`src/sv/mpr_pkg.sv`:
```
// shared types and constants of the progenitor merit ranker
package mpr_pkg;

    localparam int MAX_PROGENITORS = 64;
    localparam int IDX_W = $clog2(MAX_PROGENITORS);
    localparam int CNT_W = IDX_W + 1;
    localparam int QUEUE_DEPTH = 4;
    localparam int QPTR_W = $clog2(QUEUE_DEPTH);
    // divisor width of the shared divider (Q16.16 denominator fits in 50 bits)
    localparam int DEN_W = 50;
    // 1.01 in Q16.16
    localparam logic [16:0] SCALE_101 = 17'd66191;
    localparam logic [DEN_W-1:0] Q16_ONE = DEN_W'(65536);

    typedef struct packed {
        logic [63:0] progenitor_id;
        logic [31:0] shared_count;
        logic [31:0] progenitor_particles;
        logic [31:0] main_particles;
        logic        last_in;
    } t_in_word;

    typedef struct packed {
        logic [63:0]      ranked_id;
        logic [31:0]      ranked_shared;
        logic [IDX_W-1:0] original_position;
        logic             orphan;
        logic             dropped;
        logic             last_out;
    } t_out_word;

    // classified candidate passed from front to back
    typedef struct packed {
        logic [63:0] id;
        logic [31:0] shared;
        logic [31:0] hi;
        logic [31:0] lo;
        logic        keep;
        logic        last;
    } t_job;

    typedef struct packed {
        logic valid;
        t_job job;
    } t_job_chan;

    typedef enum logic [3:0] {
        ST_IDLE,
        ST_CLASS,
        ST_RATIO,
        ST_MUL,
        ST_DENOM,
        ST_MERIT,
        ST_STORE,
        ST_CHECK,
        ST_SCAN,
        ST_FETCH,
        ST_EMIT,
        ST_ORPHAN
    } t_state;

endpackage

```
`src/sv/mpr_front.sv`:
```
// front end: config register, candidate classification and job queue
module mpr_front (
    input  logic                i_clk,
    input  logic                i_rst_n,
    input  logic                i_cfg_valid,
    output logic                o_cfg_ready,
    input  logic [31:0]         i_cfg_data,
    input  logic                push,
    output logic                full,
    input  mpr_pkg::t_in_word   i_in_word,
    output mpr_pkg::t_job_chan  o_job,
    input  logic                i_job_pop
);

    logic [31:0]                 r_min_shared;
    mpr_pkg::t_job               r_queue [mpr_pkg::QUEUE_DEPTH];
    logic [mpr_pkg::QPTR_W-1:0]  r_wr_ptr;
    logic [mpr_pkg::QPTR_W-1:0]  r_rd_ptr;
    logic [mpr_pkg::QPTR_W:0]    r_count;
    mpr_pkg::t_job               job_in;
    logic                        wr_en;
    logic                        rd_en;
    logic [31:0]                 prog_fix;
    logic [31:0]                 main_fix;

    assign o_cfg_ready = 1'b1;

    // config register
    always_ff @(posedge i_clk) begin
        if (!i_rst_n) begin
            r_min_shared <= '0;
        end else if (i_cfg_valid) begin
            r_min_shared <= i_cfg_data;
        end
    end

    // zero counts treated as one, order the pair, threshold test
    always_comb begin
        prog_fix = (i_in_word.progenitor_particles == '0) ? 32'd1
                                                          : i_in_word.progenitor_particles;
        main_fix = (i_in_word.main_particles == '0) ? 32'd1 : i_in_word.main_particles;
        job_in.id     = i_in_word.progenitor_id;
        job_in.shared = i_in_word.shared_count;
        job_in.hi     = (prog_fix > main_fix) ? prog_fix : main_fix;
        job_in.lo     = (prog_fix > main_fix) ? main_fix : prog_fix;
        job_in.keep   = i_in_word.shared_count > r_min_shared;
        job_in.last   = i_in_word.last_in;
    end

    assign full  = (r_count == (mpr_pkg::QPTR_W+1)'(mpr_pkg::QUEUE_DEPTH));
    assign wr_en = push && !full;
    assign rd_en = i_job_pop && (r_count != '0);

    // job queue storage
    always_ff @(posedge i_clk) begin
        if (wr_en) begin
            r_queue[r_wr_ptr] <= job_in;
        end
    end

    // queue pointers
    always_ff @(posedge i_clk) begin
        if (!i_rst_n) begin
            r_wr_ptr <= '0;
            r_rd_ptr <= '0;
            r_count  <= '0;
        end else begin
            if (wr_en) begin
                r_wr_ptr <= r_wr_ptr + 1'b1;
            end
            if (rd_en) begin
                r_rd_ptr <= r_rd_ptr + 1'b1;
            end
            case ({wr_en, rd_en})
                2'b10:   r_count <= r_count + 1'b1;
                2'b01:   r_count <= r_count - 1'b1;
                default: r_count <= r_count;
            endcase
        end
    end

    assign o_job.valid = (r_count != '0);
    assign o_job.job   = r_queue[r_rd_ptr];

endmodule

```
`config.mk`:
```
export PLATFORM = sky130hd
export DESIGN_NAME = mpr_front
export DESIGN_NICKNAME = d
export VERILOG_FILES = /design/src/sv/mpr_pkg.sv /design/src/sv/mpr_front.sv
export SDC_FILE = /design/constraint.sdc
export NUM_CORES = 1
export LEC_CHECK = 0
export BUFFER_PORTS_ARGS = -buffer_cell sky130_fd_sc_hd__buf_2
export CAP_MARGIN = 40
export CORE_MARGIN = 3
export CORE_UTILIZATION = 62
export CTS_CLUSTER_SIZE = 20
export DETAILED_ROUTE_END_ITERATION = 16
export PLACE_DENSITY_LB_ADDON = 0.05
export RECOVER_POWER = 25
export SLEW_MARGIN = 20
export SYNTH_ARGS = -nofsm -noshare
export SYNTH_HDL_FRONTEND = slang
export SYNTH_SLANG_ARGS = --single-unit
```
`constraint.sdc`:
```
create_clock -name i_clk -period 10.81 [get_ports i_clk]
set_clock_uncertainty 0.2 [all_clocks]
set_input_delay 0 -clock i_clk [delete_from_list [all_inputs] [get_ports i_clk]]
set_output_delay 0 -clock i_clk [all_outputs]
set_load 0.01 [all_outputs]
```
==> results.py, run 1 <==
metrics = {
    "layout": {
        "fin_nets": 2373,
        "syn2layout_area_growth_pct": 30.89,
        "stdcell_area_um2": 36200,
        "layout-drive-gt1-share": 0.3157,
    },
    "timing": {
        "finalCritPeriodShare": 0.4459,
        "relSlewSlack": 0.4455,
        "grt_setup_unrepaired": "no",
        "finalHoldViolations": 0,
        "fin_crit_ns": 4.821,
        "finalSetupViolations": 0,
        "drv_slew": 0,
        "max_freq_mhz": 207.4,
        "tightestPinTransition_ns": 0.8242,
        "finalSetupTns_ns": 0,
    },
    "drt": {
        "wl_per_cell_um": 25.77,
        "first_iter_violations": 1456,
        "dr.pass1.iters": 5,
        "vias": 16271,
        "ant_nets": 0,
        "drc": 0,
        "wl_um": 70730,
        "via_per_inst": 5.930,
    },
    "yosys": {
        "ys_seq_area_frac": 0.7333,
        "syn_nets": 1622,
        "synth.most_common_cell": "edfxtp_1",
        "synth_edf_count": 648,
        "synth.distinct_cells": 45,
        "synth_area_um2": 27660,
        "synth.area.top_cells": "edfxtp_1, mux4_2, ha_1, dfxtp_1, mux2_2",
        "synth_common_cells": "edfxtp_1, mux4_2, inv_1, ha_1, clkbuf_1",
        "syn_inst": 1354,
        "synth_top_area_cell": "edfxtp_1",
        "syn_area_per_cell_um2": 20.43,
        "yosys_warnings": 0,
        "synth_top_area_share": 0.7036,
        "synth_flop_cell": "edfxtp_1",
        "async_flop_share": 0,
        "synth-seq-cells": 689,
    },
    "clock_tree": {
        "cts_buffers": 68,
        "cts_setup_buffers": 0,
        "cts.clk_slew.worst_paths_ns": 0.06,
        "cts-root-buf": "clkbuf_16",
        "cts.repair.resized": 0,
        "clockBufferDepth": 3,
        "htree_num_levels": 3,
        "insertion_delay_ns": 0.59,
        "cts_tree": "done",
        "cts_num_sinks": 689,
    },
    "placed_design": {
        "place_hpwl_um": 37970,
        "postPlaceCellArea_um2": 30300,
        "io_buffers": 361,
        "place.gp.congestion": 0.8160,
    },
    "pwr": {
        "ir_drop_uv": 169.6,
        "leakagePower_uw": 0.01294,
        "powerDensity_nw_per_um2": 210.7,
    },
    "floorplan": {
        "dieWidth_um": 217.2,
        "rows": 76,
        "ioPinCount": 363,
        "die_h_um": 217.2,
        "coreArea_um2": 43550,
        "initial_core_util": 0.6350,
        "design.die.area_um2": 47180,
    },
    "worst_setup_path": {
        "crit_path_end_kind": "flop",
        "r2r-end": "r_queue[2][130]",
        "r2r_start": "r_count[0]",
        "worstSetupStartpoint": "i_in_word[58]",
        "criticalPathCategory": "in2reg",
        "worstPathArrival_ns": 4.93,
        "critPathLaunchType": "input port",
        "regToRegSetupSlack_ns": 7.58,
        "reg2regPathDepth": 6,
        "cp_max_fo": 37,
        "cp.required_ns": 10.92,
        "endpoint": "r_queue[0][40]",
    },
    "grt": {
        "first_global_vias": 17320,
        "grt_max_degree": 52,
        "grt_use_total": 0.3071,
        "grt_overflow_total": 0,
        "antenna_found_initial": 2,
        "grt_pass1_wl_um": 107800,
    },
    "flow_run": {
        "drv_cap": 0,
    },
    "hold_path": {
        "hp-class": "in2reg",
        "min_path_cells": 2,
    },
    "status": {
        "status": "completed",
    },
}
-- repair_timing --
| action | in CTS | in global routing |
|---|---|---|
| setup endpoints to repair | 0 | 0 |
| hold buffers | 374 | 1 |
| hold endpoints to repair | 685 | 4 |
-- where the power goes --
part	switching, µW	total [µW]	internal, µW
registers	98.1	3340	3240
clock network	981	2320	1340
logic	1020	1970	944
total	2100	7630	5530
-- stage by stage --
step                setup slack, ns  hold WS (ns)  std cells    util  power [µW]
finish                        5.989       0.06809       2744  0.8312        7628
global route                  5.796       0.06811       2743  0.8311        7907
CTS                           5.824    0.00005551       2740  0.8313        7621
global placement              6.342       0.01103       2231  0.6874        5114
detailed placement            6.339       0.01524       2244  0.6956        5203
floorplan                     5.376       -0.1011       1354       -        4507
-- cell usage in the layout (no fill, tap or decap), types with 3 or more instances in the layout --
master / synthesis / final
mux2i_1: 33 / 33
buf_2: 16 / 320
xnor2_1: 3 / 3
ha_1: 69 / 69
a21o_1: 5 / 5
nor2_1: 6 / 6
inv_1: 71 / 71
buf_16: 0 / 14
mux2_2: 53 / 53
bufinv_16: 0 / 7
and2_4: 0 / 4
or3_1: 3 / 3
mux4_2: 162 / 162
buf_4: 1 / 14
o21ai_0: 11 / 11
inv_6: 0 / 6
nand2_1: 14 / 14
o211ai_1: 3 / 3
clkbuf_1: 54 / 49
mux2_4: 11 / 11
dfxtp_1: 41 / 39
clkbuf_16: 0 / 69
nor4_1: 18 / 18
and2_1: 11 / 7
a21oi_1: 30 / 30
clkinv_2: 0 / 12
edfxtp_1: 648 / 648
clkinv_1: 0 / 15
nand4_1: 17 / 17
nand3_1: 4 / 4
nor2b_1: 37 / 37
dlygate4sd3_1: 0 / 375
-- flip-flops by register name, summed over array words and instances (netlist names), named ones only --
signal and count:
r_rd_ptr 2, r_count 3, r_wr_ptr 2, r_queue 648, r_min_shared 32
-- metal layers --
metal,GRT usage,up-vias,wire length (µm)
li1,-,6984,-
met1,0.3937,8314,25960
met2,0.5266,787,36740
met3,0.06688,184,5289
met4,0.1092,2,2716
met5,0,-,13
-- area by class of cell --
cell class,instances,area [µm²]
Clock inverter,43,402.9
Inverter,71,266.5
Fill cell,2063,7353
Timing Repair Buffer,764,6001
Tap cell,585,732.0
Multi-Input combinational cell,511,6740
Antenna cell,2,5.005
Sequential cell,689,20290
Clock buffer,79,1764
-- worst min-delay path by stage --
| stage | start | endpoint | slack, ns |
|---|---|---|---|
| final | i_in_word[107] | r_queue[3][108] | 0.07 |
| after global routing | i_in_word[107] | r_queue[3][108] | 0.07 |
| after CTS | i_in_word[106] | r_queue[1][107] | 0.00006 |
| after detailed placement | i_in_word[148] | r_queue[1][149] | 0.02 |
| after global placement | i_in_word[104] | r_queue[3][105] | 0.01 |
| after floorplan | i_in_word[0] | r_queue[0][0] | -0.10 |
-- critical path: stages --
cell           delay (ns)
dlygate4sd3_1        0.55
buf_2                0.16
nor4_1               0.55
nand4_1              0.26
o21bai_1             0.32
inv_1                0.08
ha_1                 0.29
nand4_1              0.10
nor4_1               0.23
nand2_1              0.15
a2bb2oi_4            0.41
buf_16               0.22
buf_4                0.52
mux2_2               0.41
dlygate4sd3_1        0.63
-- cell families after synthesis --
group,share of synthesized area
DFF,0.7333
muxes,0.1714
buffers and inverters,0.02339
and+or+nand+nor,0.02534
adders and majority gates,0.03194
AOI/OAI and AO/OA,0.01294
xor gates and xnor gates,0.001584
other,0.0001356
(Power assumes the default switching activity.)
==> run 2, diff against run 1 <==
Settings changed: CORE_UTILIZATION 62 to 58.
Clock period 10.81 ns to 4.6 ns, I/O delays scaled along.
==> results.py, run 2 (synthesis results as in run 1) <==
metrics = {
    "worst_setup_path": {
        "worstPathArrival_ns": 4.22,
        "cp_num_cells": 14,
        "cpPeakStageDelay_ns": 0.64,
        "critPathLaunchType": "input port",
        "crit_path_end_kind": "flop",
        "crit_family": "buffers and inverters",
        "regToRegSetupSlack_ns": 1.58,
        "worst_path_max_delay_cell": "dlygate4sd3_1",
        "r2r_start": "r_min_shared[14]",
        "r2r-end": "r_queue[0][1]",
        "cp.required_ns": 4.72,
        "path_buf_inv": 5,
        "cp_max_fo": 32,
        "criticalPathCategory": "in2reg",
        "crit_chain": "dlygate4sd3_1 > buf_2 > nor4_1 > nand4_1 > o21bai_1 > inv_1 > ha_1 > nand4_1 > nor4_1 > or2b_1 > a2bb2oi_4 > buf_4 > mux2_2 > dlygate4sd3_1",
        "reg2regPathDepth": 8,
    },
    "placed_design": {
        "place.gp.congestion": 0.7931,
        "place_hpwl_um": 37140,
        "pre_cts_ws_ns": 1.042,
        "io_buffers": 361,
    },
    "pwr": {
        "ir_drop_uv": 374.3,
        "powerDensity_nw_per_um2": 490.7,
        "leakagePower_uw": 0.01303,
    },
    "timing": {
        "setup_slack_ns": 0.4984,
        "drv_slew": 0,
        "relSlewSlack": 0.4752,
        "holdWs_ns": 0.1102,
        "finalCritPeriodShare": 0.8917,
        "finalSetupTns_ns": 0,
        "tightestPinTransition_ns": 0.7872,
        "finalHoldViolations": 0,
        "grt_setup_unrepaired": "no",
        "max_freq_mhz": 243.8,
        "finalSetupViolations": 0,
        "fin_crit_ns": 4.102,
    },
    "clock_tree": {
        "clockBufferDepth": 3,
        "cts-root-buf": "clkbuf_16",
        "insertion_delay_ns": 0.60,
        "cts.clk_slew.worst_paths_ns": 0.07,
        "cts_buffers": 70,
        "htree_num_levels": 3,
        "cts_tree": "done",
        "cts_num_sinks": 689,
    },
    "grt": {
        "grt_use_total": 0.2714,
        "first_global_vias": 17223,
        "grt_max_degree": 73,
        "antenna_found_initial": 4,
        "grt_overflow_total": 0,
        "grt_pass1_wl_um": 102400,
    },
    "floorplan": {
        "design.die.area_um2": 50340,
        "rows": 79,
        "die_h_um": 224.4,
        "dieWidth_um": 224.4,
        "initial_core_util": 0.5903,
        "ioPinCount": 363,
        "coreArea_um2": 46850,
    },
    "layout": {
        "nFillCells": 2560,
        "fin_nets": 2401,
        "regMostFlops": "r_queue",
        "largest_register_ffs": 648,
        "top_regs": "r_queue x648, r_min_shared x32, r_count x3",
        "layout-drive-gt1-share": 0.3123,
        "layout_common_cells": "edfxtp_1, dlygate4sd3_1, buf_2, mux4_2, clkbuf_16",
        "final_common_cell": "edfxtp_1",
        "syn2layout_area_growth_pct": 31.84,
        "finish.utilization": 0.7782,
    },
    "drt": {
        "vias": 16103,
        "via_per_inst": 5.759,
        "ant_nets": 0,
        "wl_per_cell_um": 24.24,
        "dr.pass1.iters": 5,
        "first_iter_violations": 1235,
        "wl_um": 67770,
        "drc": 0,
    },
    "status": {
        "status": "completed",
    },
    "hold_path": {
        "worstHoldStart": "i_in_word[78]",
        "min_path_cells": 2,
        "hp-class": "in2reg",
        "min_to": "r_queue[3][79]",
    },
    "flow_run": {
        "drv_cap": 0,
    },
}
-- run 2: cell count changes in the layout (fill, tap and decap cells not counted), moves of 2 or more --
cell,delta
dlygate4sd3_1,+29
buf_16,-13
buf_12,+12
buf_2,+10
clkinv_2,-7
clkbuf_16,+4
diode_2,+3
buf_4,-2
clkbuf_8,+2
clkinv_1,-2
inv_6,-2
-- run 2: timing repair --
item,in CTS,in global routing
resized for setup,0,0
endpoints found under the setup margin,0,0
buffers inserted,0,0
hold buffers,403,1
endpoints found under the hold margin,685,4
-- run 2: layout make-up --
class	count	area (µm²)	share of cell area
Tap cell	607	759.5	0.02083
Antenna cell	5	12.51	0.0003432
Clock inverter	30	304.0	0.008339
Sequential cell	689	20290	0.5564
Inverter	71	266.5	0.007309
Clock buffer	93	1922	0.05271
Multi-Input combinational cell	511	6740	0.1849
Timing Repair Buffer	790	6170	0.1692
-- run 2: where the power goes --
part           switching (µW)  total, µW  leakage [µW]  internal (µW)
Sequential                248       7860       0.00629           7620
Combinational            2320       4490       0.00566           2170
Clock                    2270       5540       0.00108           3270
-- run 2: stage by stage --
stage / total power, µW / std cells / instance area [µm²]
final: 17890 / 2796 / 36460
after global routing: 18600 / 2796 / 36460
after CTS: 17980 / 2789 / 36460
after detailed placement: 12150 / 2263 / 30200
after global placement: 12090 / 2262 / 30170
after floorplan: 10530 / 1354 / 27660
-- run 2: per-layer routing --
| layer | vias up | GRT usage | share of wire |
|---|---|---|---|
| li1 | 7041 | - | - |
| met1 | 8197 | 0.3547 | 0.38 |
| met2 | 676 | 0.4537 | 0.51 |
| met3 | 189 | 0.05886 | 0.068 |
| met4 | 0 | 0.1060 | 0.040 |
| met5 | - | 0 | 0 |
-- run 2: worst max path at each step --
stage	slack (ns)	endpoint	start
4_1_cts	0.50	r_queue[0][21]	i_in_word[25]
3_3_place_gp	1.01	r_queue[0][50]	i_in_word[57]
5_1_grt	0.23	r_queue[3][33]	i_in_word[57]
6_report	0.50	r_queue[1][33]	i_in_word[57]
2_1_floorplan	0.97	r_queue[0][0]	r_count[0]
3_5_place_dp	1.04	r_queue[1][65]	i_in_word[25]
